<file path="src/rsmp_pkg.sv">
// Shared types and constants of the linear interpolating resampler.
package rsmp_pkg;

  localparam int unsigned SampleW = 16;
  localparam int unsigned StepW   = 24;
  localparam int unsigned PhaseW  = StepW + 1;
  localparam int unsigned FracW   = 16;

  localparam logic [StepW-1:0]  StepReset = 24'h010000;
  localparam logic [StepW-1:0]  StepMin   = 24'h000400;
  localparam logic [PhaseW-1:0] PhaseOne  = 25'h0010000;

  typedef struct packed {
    logic take_in;
    logic store_first;
    logic load_diff;
    logic emit;
    logic finish;
  } rsmp_cmd_t;

  typedef struct packed {
    logic have_prev;
    logic phase_ge_one;
    logic out_free;
  } rsmp_status_t;

endpackage

</file>
<file path="src/rsmp_dp.sv">
// Datapath: sample, phase and step registers, interpolator and output register.
module rsmp_dp (
  input  logic                              clk_i,
  input  logic                              rst_ni,
  input  rsmp_pkg::rsmp_cmd_t               cmd_i,
  output rsmp_pkg::rsmp_status_t            status_o,
  input  logic                              cfg_we_i,
  input  logic [rsmp_pkg::StepW-1:0]        cfg_wdata_i,
  input  logic signed [rsmp_pkg::SampleW-1:0] sample_in_i,
  output logic                              out_valid_o,
  input  logic                              out_ready_i,
  output logic signed [rsmp_pkg::SampleW-1:0] sample_out_o,
  output logic                              last_o
);
  import rsmp_pkg::*;

  logic [StepW-1:0]          step_q;
  logic signed [SampleW-1:0] x_q;
  logic signed [SampleW-1:0] prev_q, prev_d;
  logic                      have_prev_q, have_prev_d;
  logic [PhaseW-1:0]         phase_q, phase_d;
  logic [SampleW-1:0]        mag_q;
  logic                      neg_q;
  logic                      out_valid_q, out_valid_d;
  logic signed [SampleW-1:0] out_data_q;
  logic                      out_last_q;

  logic [StepW-1:0]          step_eff;
  logic [PhaseW-1:0]         step_sum;
  logic [PhaseW-1:0]         phase_dec;
  logic signed [SampleW:0]   diff;
  logic [SampleW:0]          diff_abs;
  logic [2*SampleW-1:0]      prod;
  logic [SampleW-1:0]        part;
  logic [SampleW:0]          interp;

  assign step_eff  = (step_q < StepMin) ? StepMin : step_q;
  assign step_sum  = phase_q + {1'b0, step_eff};
  assign phase_dec = phase_q - PhaseOne;
  assign diff      = {x_q[SampleW-1], x_q} - {prev_q[SampleW-1], prev_q};
  assign diff_abs  = diff[SampleW] ? (~diff + 1'b1) : diff;
  assign prod      = mag_q * phase_q[FracW-1:0];
  assign part      = prod[2*SampleW-1:FracW];
  assign interp    = neg_q ? ({prev_q[SampleW-1], prev_q} - {1'b0, part})
                           : ({prev_q[SampleW-1], prev_q} + {1'b0, part});

  always_comb begin
    prev_d      = prev_q;
    have_prev_d = have_prev_q;
    phase_d     = phase_q;
    if (cmd_i.store_first) begin
      prev_d      = sample_in_i;
      have_prev_d = 1'b1;
    end
    if (cmd_i.emit) begin
      phase_d = step_sum;
    end
    if (cmd_i.finish) begin
      phase_d = {1'b0, phase_dec[StepW-1:0]};
      prev_d  = x_q;
    end
  end

  always_comb begin
    out_valid_d = out_valid_q;
    if (out_valid_q && out_ready_i) begin
      out_valid_d = 1'b0;
    end
    if (cmd_i.emit) begin
      out_valid_d = 1'b1;
    end
  end

  always_ff @(posedge clk_i or negedge rst_ni) begin
    if (!rst_ni) begin
      step_q      <= StepReset;
      prev_q      <= '0;
      have_prev_q <= 1'b0;
      phase_q     <= '0;
      out_valid_q <= 1'b0;
    end else begin
      if (cfg_we_i) begin
        step_q <= cfg_wdata_i;
      end
      prev_q      <= prev_d;
      have_prev_q <= have_prev_d;
      phase_q     <= phase_d;
      out_valid_q <= out_valid_d;
    end
  end

  always_ff @(posedge clk_i) begin
    if (cmd_i.take_in) begin
      x_q <= sample_in_i;
    end
    if (cmd_i.load_diff) begin
      mag_q <= diff_abs[SampleW-1:0];
      neg_q <= diff[SampleW];
    end
    if (cmd_i.emit) begin
      out_data_q <= interp[SampleW-1:0];
      out_last_q <= (step_sum[PhaseW-1:FracW] != '0);
    end
  end

  assign status_o.have_prev    = have_prev_q;
  assign status_o.phase_ge_one = (phase_q[PhaseW-1:FracW] != '0);
  assign status_o.out_free     = !out_valid_q || out_ready_i;

  assign out_valid_o  = out_valid_q;
  assign sample_out_o = out_data_q;
  assign last_o       = out_last_q;

endmodule

</file>
<file path="src/rsmp_ctrl.sv">
// Controller: sequences accept, difference load, output loop and phase wrap.
module rsmp_ctrl (
  input  logic                   clk_i,
  input  logic                   rst_ni,
  input  logic                   in_valid_i,
  output logic                   in_ready_o,
  input  rsmp_pkg::rsmp_status_t status_i,
  output rsmp_pkg::rsmp_cmd_t    cmd_o
);
  import rsmp_pkg::*;

  localparam logic [1:0] StIdle = 2'd0;
  localparam logic [1:0] StPrep = 2'd1;
  localparam logic [1:0] StRun  = 2'd2;

  logic [1:0] state_q, state_d;
  logic       in_xfer;

  assign in_ready_o = (state_q == StIdle);
  assign in_xfer    = in_valid_i && in_ready_o;

  always_comb begin
    state_d           = state_q;
    cmd_o             = '0;
    cmd_o.take_in     = in_xfer;
    case (state_q)
      StIdle: begin
        if (in_xfer) begin
          if (status_i.have_prev) begin
            state_d = StPrep;
          end else begin
            cmd_o.store_first = 1'b1;
          end
        end
      end
      StPrep: begin
        cmd_o.load_diff = 1'b1;
        state_d         = StRun;
      end
      StRun: begin
        if (status_i.phase_ge_one) begin
          cmd_o.finish = 1'b1;
          state_d      = StIdle;
        end else if (status_i.out_free) begin
          cmd_o.emit = 1'b1;
        end
      end
      default: begin
        state_d = StIdle;
      end
    endcase
  end

  always_ff @(posedge clk_i or negedge rst_ni) begin
    if (!rst_ni) begin
      state_q <= StIdle;
    end else begin
      state_q <= state_d;
    end
  end

`ifndef SYNTH
  a_emit_ok: assert property (@(posedge clk_i) disable iff (!rst_ni)
    cmd_o.emit |-> (state_q == StRun) && !status_i.phase_ge_one && status_i.out_free)
    else $error("emit outside of a free output loop step");

  a_finish_idle: assert property (@(posedge clk_i) disable iff (!rst_ni)
    cmd_o.finish |=> (state_q == StIdle))
    else $error("finish did not return to idle");

  a_accept_prep: assert property (@(posedge clk_i) disable iff (!rst_ni)
    (in_xfer && status_i.have_prev) |=> (state_q == StPrep))
    else $error("transfer with stored sample did not start preparation");

  a_first_store: assert property (@(posedge clk_i) disable iff (!rst_ni)
    (in_xfer && !status_i.have_prev) |=> status_i.have_prev && (state_q == StIdle))
    else $error("first sample not stored");
`endif

endmodule

</file>
<file path="src/linear_interpolating_resampler_core.sv">
// Top level of the linear interpolating sample rate converter.
// Each input transfer carries one signed 16-bit sample; the first after reset is only
// stored. Each later sample yields zero to 64 outputs, prev + (x - prev) * phase, while
// the Q9.16 read phase is below 1.0, the phase advancing by step_ratio (clamped to at
// least 1/64) per output; last_o marks the final output of that sample. An item passes
// through acceptance, one difference load, one output per cycle through the
// single 16x16 interpolation multiplier while the output side does not stall, then one
// phase wrap. Input is taken only while the controller is idle; a finished output may
// still wait in the output register meanwhile.
// Write step_ratio via cfg_we_i only when idle.
module linear_interpolating_resampler_core (
  input  logic                                clk_i,
  input  logic                                rst_ni,
  input  logic                                cfg_we_i,
  input  logic [rsmp_pkg::StepW-1:0]          cfg_wdata_i,
  input  logic                                in_valid_i,
  output logic                                in_ready_o,
  input  logic signed [rsmp_pkg::SampleW-1:0] sample_in_i,
  output logic                                out_valid_o,
  input  logic                                out_ready_i,
  output logic signed [rsmp_pkg::SampleW-1:0] sample_out_o,
  output logic                                last_o
);
  import rsmp_pkg::*;

  rsmp_cmd_t    cmd;
  rsmp_status_t status;

  rsmp_ctrl u_ctrl (
    .clk_i      (clk_i),
    .rst_ni     (rst_ni),
    .in_valid_i (in_valid_i),
    .in_ready_o (in_ready_o),
    .status_i   (status),
    .cmd_o      (cmd)
  );

  rsmp_dp u_dp (
    .clk_i        (clk_i),
    .rst_ni       (rst_ni),
    .cmd_i        (cmd),
    .status_o     (status),
    .cfg_we_i     (cfg_we_i),
    .cfg_wdata_i  (cfg_wdata_i),
    .sample_in_i  (sample_in_i),
    .out_valid_o  (out_valid_o),
    .out_ready_i  (out_ready_i),
    .sample_out_o (sample_out_o),
    .last_o       (last_o)
  );

endmodule
</file>
<file path="config.mk">
export PLATFORM = sky130hd
export DESIGN_NAME = linear_interpolating_resampler_core
export DESIGN_NICKNAME = d
export VERILOG_FILES = /design/src/rsmp_pkg.sv /design/src/rsmp_dp.sv /design/src/rsmp_ctrl.sv /design/src/linear_interpolating_resampler_core.sv
export SDC_FILE = /design/constraint.sdc
export NUM_CORES = 1
export LEC_CHECK = 0
export ABC_AREA = 1
export BUFFER_PORTS_ARGS = -buffer_cell sky130_fd_sc_hd__buf_4
export CAP_MARGIN = 20
export CORE_ASPECT_RATIO = 0.5
export CORE_MARGIN = 5
export CORE_UTILIZATION = 25
export CTS_CLUSTER_DIAMETER = 120
export DETAILED_ROUTE_END_ITERATION = 6
export GPL_TIMING_DRIVEN = 0
export SETUP_SLACK_MARGIN = 0.4
export SLEW_MARGIN = 20
export SYNTH_ARGS = -nofsm -noshare
export SYNTH_HDL_FRONTEND = slang
export SYNTH_HIERARCHICAL = 1
export SYNTH_SLANG_ARGS = --single-unit
</file>
<file path="constraint.sdc">
create_clock -name clk_i -period 8.4 [get_ports clk_i]
set_input_delay 0.84 -clock clk_i [delete_from_list [all_inputs] [get_ports clk_i]]
set_output_delay 0.84 -clock clk_i [all_outputs]
set_load 0.05 [all_outputs]
</file>
; Word-level counts from Yosys, hierarchy flattened
; Cells that the tools add are included.
[word_totals]
input_bits = 45
ff_bits = 119
elab_cells = 57
[classes]
order_cmp = 1
reduce_logical = 11
mul = 1
n_eq_ne = 5
muxes = 21
n_bitwise = 1
add_sub_neg = 6
[ops]
columns = operator, count
row1 = two-way mux 16 bit, 4
row2 = two-way mux 25 bit, 2
row3 = multiplier 16 x 16 -> 32 bit, 1
row4 = adder 25 x 24 -> 25 bit, 1
row5 = less-than comparator 24 x 11 -> 1 bit (second input constant), 1
row6 = two-way mux 24 bit, 1
row7 = subtractor 24 x 17 -> 24 bit (second input constant), 1
row8 = nonzero test 9 bit, 2
row9 = subtractor 16 x 16 -> 17 bit, 1
row10 = adder 16 x 1 -> 16 bit (second input constant), 1
row11 = adder 16 bit, 1
row12 = inverter 16 bit, 1
row13 = subtractor 16 bit, 1
row14 = two-way mux 1 bit, 9
row15 = two-way mux 2 bit, 4
row16 = one-hot mux 2 bit (3 select lines), 1
row17 = nonzero test 2 bit, 3
row18 = inequality test 2 bit (second input constant), 2
row19 = AND reduction 3 bit, 1
row20 = == test 2 x 1 -> 1 bit (second input constant), 1
row21 = == test 2 bit (second input constant), 1
row22 = logical AND 1 bit, 2
row23 = zero test 2 bit, 1
row24 = inequality test 2 x 1 -> 1 bit (second input constant), 1
row25 = other kinds (2), 2

; Longest topological paths before layout
[depth]
word_depth = 7
ltp_mapped = 46

; Hierarchy
; The synthesis kept the hierarchy.
[modules_own_cells]
columns = module, n_inst, cells_each, area_per_inst_um2
row1 = rsmp_dp, 1, 2330, 17180.2
row2 = rsmp_ctrl, 1, 19, 126.4

; Worst setup path after synthesis
; OpenSTA, ideal clock, no wires.
[synth_path]
path_type = reg-to-reg
startpoint = register u_dp.phase_q[10]
endpoint = register u_dp.out_data_q[13] (netlist: u_dp/sample_out_o[13]) (data pin)
path_stages_with_launch = 36
setup_ns = 0.262
path_buffers = 2
path_slack_ns = 0.805
arrival_time_ns = 7.333
period_less_slack_ns = 7.595
required_time_ns = 8.138
path_cell_list = dfrtp_1 -> clkbuf_1 -> clkbuf_1 -> nand2_1 -> fa_1 -> inv_1 -> fa_1 -> fa_1 -> fa_1 -> fa_1 -> inv_1 -> fa_1 -> inv_1 -> ha_1 -> nand2_1 -> inv_1 -> a21oi_1 -> nand2_1 -> inv_1 -> nand3_1 -> and2_1 -> ha_1 -> inv_1 -> nor2_1 -> nand2_1 -> nand2_1 -> xnor2_1 -> ha_1 -> a21o_1 -> a21oi_1 -> o21ai_1 -> a21oi_1 -> o21ai_1 -> a21boi_0 -> o21ai_1 -> xor2_1
[synth_via]
elab_chain_len = 3
[synth_rtl]
columns = element, line
row1 = from (decl), rsmp_dp.sv:21  ; logic [PhaseW-1:0] phase_q, phase_d;
row2 = from (signal assigned), rsmp_dp.sv:87  ; phase_q <= phase_d;
row3 = multiplier 16 x 16 -> 32 bit (*), rsmp_dp.sv:42  ; assign prod = mag_q * phase_q[FracW-1:0];
row4 = adder 16 bit / subtractor 16 bit (equally long branches), "rsmp_dp.sv:45, rsmp_dp.sv:44"
row5 = two-way mux 16 bit (*), rsmp_dp.sv:44  ; assign interp = neg_q ? ({prev_q[SampleW-1], prev_q} - {1'b0, part})
row6 = named net u_dp.interp[13], rsmp_dp.sv:35  ; logic [SampleW:0] interp;
row7 = to (signal assigned), rsmp_dp.sv:101  ; out_data_q <= interp[SampleW-1:0];
row8 = to (decl), rsmp_dp.sv:25  ; logic signed [SampleW-1:0] out_data_q;
; Mark *: on every way through the listed nets, which the timed path passes. The rest lies on a longest branch.
; A chain may end at the register's enable or synchronous reset.

; Worst setup path in the final report
[layout_path]
startpoint = register u_dp.mag_q[6]
endpoint = register u_dp.out_data_q[13] (netlist: u_dp/sample_out_o[13]) (data pin)
[layout_via]
elab_chain_len = 3
[layout_rtl]
columns = element, line
row1 = from (decl), rsmp_dp.sv:22  ; logic [SampleW-1:0] mag_q;
row2 = from (signal assigned), rsmp_dp.sv:97  ; mag_q <= diff_abs[SampleW-1:0];
row3 = multiplier 16 x 16 -> 32 bit (*), rsmp_dp.sv:42
row4 = adder 16 bit / subtractor 16 bit (equally long branches), "rsmp_dp.sv:45, rsmp_dp.sv:44"
row5 = two-way mux 16 bit (*), rsmp_dp.sv:44
row6 = named net u_dp.interp[13], rsmp_dp.sv:35
; Marks and branches as above.

==> impl_metrics.py <==
metrics = {
    "run_status": {
        "status": "finished, final reports clean",
    },
    "setup_path": {
        "reg2regPathDepth": 37,
        "worstSetupPathType": "flip-flop to flip-flop",
        "path_max_fanout": 10,
        "r2r_start": "u_dp/mag_q[6]",
        "start_kind": "flip-flop",
        "cpPeakStageDelay_ns": 0.55,
        "slowest_stage": "fa_1",
        "cp-startpoint": "u_dp/mag_q[6]",
        "path_common_cell": "inv_1",
        "critPathRequiredTime_ns": 8.59,
        "cp.arrival_ns": 7.98,
        "r2r_end": "u_dp/sample_out_o[13]",
        "ff2ff_setup_slack_ns": 0.61,
        "crit_path_end_kind": "flip-flop",
    },
    "place": {
        "port_buffers": 62,
        "place_hpwl_mm": 39.20,
        "gp_congestion": 0.9052,
        "pre_cts_ws_ns": -0.5822,
    },
    "synth": {
        "synth_largest_area_cell": "fa_1",
        "synth_area_um2": 17310,
        "yosysMostFrequentCell": "nand2_1",
        "synth_ff_type": "dfrtp_1",
        "synth_warnings": 6,
        "synth_nets": 2749,
        "synth_seq_cells": 119,
        "synth-edff-count": 50,
        "synth_xor_xnor_area_share_pct": 3.644,
        "yosysSeqAreaShare_pct": 18.66,
        "yosys.area.top_type_share_pct": 22.67,
        "synth_top_cells_by_area": "fa_1 (23%), nand2_1 (14%), inv_1 (12%)",
        "netlist_top_cells_count": "nand2_1 (651), inv_1 (566), fa_1 (196), ha_1 (159), nor2_1 (126)",
        "synthArstFlopShare_pct": 57.98,
        "syn_inst": 2349,
        "synth.area.mux_share_pct": 0.1301,
        "synth_top_family_by_area": "adder cells",
        "ys_types": 53,
        "avgSynthCellArea_um2": 7.368,
        "synth-simple-area-share_pct": 21.76,
        "synth_fa_ha_area_share_pct": 34.17,
        "synth_compound_area_share_pct": 7.193,
    },
    "power": {
        "vdd_drop_max_mv": 0.1574,
        "power_density_nw_per_um2": 182.6,
        "p_total_mw": 3.733,
        "p_leak_nw": 11.08,
    },
    "sta": {
        "fmax_mhz": 128.3,
        "finalCritPeriodShare_pct": 92.78,
        "slew_headroom_pct": 35.96,
        "clock_skew_ns": 0.01460,
        "hold_viol": 0,
        "finalSetupViolations": 0,
        "slew_violations": 0,
        "finalCriticalPeriod_ns": 7.793,
        "worst_slack_ns": 0.6067,
        "tightestPinTransition_ns": 0.9605,
        "rsz0062_at_grt": "false",
    },
    "clocking": {
        "clockBufferDepth": 2,
        "tritoncts": "yes",
        "cts.hold.buffers_added": 0,
        "clock_sinks": 119,
        "numCtsBuffers": 17,
        "clk_latency_ns": 0.44,
        "clk_pin_slew_ns": 0.07,
        "clock-root-buffer": "clkbuf_16",
        "cts-htree-levels": 4,
    },
    "hold_path": {
        "min_from": "u_dp/have_prev_q",
        "hold_path_end": "u_dp/have_prev_q",
        "worstHoldPathType": "flip-flop to flip-flop",
        "hold_path_depth": 1,
    },
    "cells_and_area": {
        "drive_above_1_share_pct": 11.67,
        "diodes": 0,
        "areaGrowthSynthToFinish_pct": 18.10,
        "finalNetCount": 2847,
    },
    "die": {
        "boundaryPins": 64,
        "fp-row-count": 68,
        "core-area_um2": 68750,
        "dieArea_um2": 74910,
        "start_util_pct": 25.17,
        "die_h_um": 196.0,
        "dieWidth_um": 382.1,
    },
    "drt": {
        "routed_wl_mm": 47.48,
        "avgViaCountPerCell": 4.399,
        "drc_errors": 0,
        "first_iter_violations": 973,
        "avgRoutedWirePerCell_um": 14.09,
        "vias": 14830,
        "antenna_left": 0,
        "dr.pass1.iters": 5,
    },
    "grt": {
        "grt_overflow": 0,
        "grt_max_degree": 70,
        "grtUsageMet3_pct": 2.099,
        "grt_pass1_wl_mm": 76.11,
        "grt_pass1_vias": 14520,
        "antenna_found_initial": 0,
        "grt_util_met1_pct": 17.78,
        "gr-max-usage-layer": "met2",
        "grt.total_usage_pct": 12.56,
        "grt.met2_usage_pct": 20.05,
    },
    "run": {
        "cap_violations": 0,
    },
}
[worst max-delay path, delay by kind of cell, from the launching register on]
| kind | cells | cell delay [ns] |
|---|---|---|
| fa+ha+maj | 9 | 3.95 |
| compound gates | 8 | 1.21 |
| simple gates | 9 | 0.91 |
| flops | 1 | 0.32 |
| xor+xnor | 2 | 0.29 |
| buf+inv | 9 | 0.85 |
[placed cells by master (no fill, tap or decap), drive strengths merged, types with 3 or more instances in the layout]
| cell type | netlist | routed |
|---|---|---|
| nand2 | 664 | 664 |
| inv | 568 | 575 |
| fa | 196 | 196 |
| ha | 159 | 159 |
| nor2 | 129 | 129 |
| buf | 7 | 103 |
| clkbuf | 84 | 85 |
| a21oi | 84 | 84 |
| o21ai | 83 | 83 |
| nand3 | 73 | 73 |
| dfrtp | 68 | 68 |
| edfxtp | 50 | 50 |
| xor2 | 49 | 49 |
| nor3 | 23 | 23 |
| o211ai | 20 | 20 |
| xnor2 | 20 | 20 |
| nand4 | 19 | 19 |
| o21bai | 9 | 9 |
| nand3b | 6 | 6 |
| bufinv | 0 | 4 |
| a21o | 4 | 4 |
| clkinv | 1 | 4 |
| a21boi | 4 | 4 |
| nor3b | 3 | 3 |
| a31oi | 3 | 3 |
[per-stage QoR]
| stage | std cells | cell area (um^2) | util, % | setup TNS [ns] | hold WS [ns] |
|---|---|---|---|---|---|
| floorplan | 2349 | 17310 | - | 0 | 0.4381 |
| global placement | 3321 | 18910 | 27.51 | -1.458 | 0.4507 |
| detailed placement | 3322 | 18930 | 27.53 | -2.172 | 0.4528 |
| CTS | 3359 | 19920 | 28.98 | 0 | 0.4971 |
| global route | 3370 | 20440 | 29.73 | 0 | 0.5229 |
| finish | 3370 | 20440 | 29.73 | 0 | 0.4967 |
[how the worst max path moves through the flow]
stage	end	slack, ns	cells past startpoint
final	u_dp/sample_out_o[13]	0.61	37
after global routing	u_dp/sample_out_o[15]	0.35	40
after CTS	u_dp/sample_out_o[12]	0.40	41
after detailed placement	u_dp/sample_out_o[13]	-0.58	36
after global placement	u_dp/sample_out_o[13]	-0.47	36
after floorplan	u_dp/sample_out_o[13]	0.81	35
[power by group]
group / switching (mW) / internal (mW) / leakage (nW)
logic: 1.31 / 0.713 / 9.44
clock network: 0.304 / 0.504 / 0.312
registers: 0.0869 / 0.811 / 1.32
[kinds of logic after synthesis]
| group | count (synthesis) |
|---|---|
| AO/OA/AOI/OAI | 220 |
| XOR/XNOR | 69 |
| multiplexers | 2 |
| adder cells (fa/ha/maj) | 355 |
| flip-flops | 119 |
| buffers and inverters | 661 |
| AND/OR/NAND/NOR | 923 |
[routing by layer]
| metal | wire length, um | vias up |
|---|---|---|
| met4 | 752 | 0 |
| met2 | 21610 | 364 |
| met5 | 0 | - |
| met3 | 2827 | 48 |
| met1 | 22290 | 7127 |
| li1 | - | 7287 |
[repair_timing]
item                                    4_1_cts  5_1_grt
pin swaps                                     1       23
buffers inserted                              5       11
resized for setup                           129      125
endpoints found under the setup margin       11        9
[state kept, by name (all words and copies together) (netlist names)]
register / flops
u_ctrl/state_q: 2
u_dp/have_prev_q: 1
u_dp/last_o: 1
u_dp/mag_q: 16
u_dp/neg_q: 1
u_dp/out_valid_o: 1
u_dp/phase_q: 25
u_dp/prev_q: 16
u_dp/sample_out_o: 16
u_dp/step_q: 24
u_dp/x_q: 16
[final cells by class]
cell class                      instances  area, um^2
Buffer                                 92       663.1
Sequential cell                       119        3229
Fill cell                            7381       48310
Multi-Input combinational cell       1569       12030
Clock buffer                           17       425.4
Timing Repair Buffer                   79       600.6
Inverter                              569        2136
Tap cell                              910        1139
Clock inverter                         15       214.0
No activity file was read; power rests on OpenSTA's default activity.
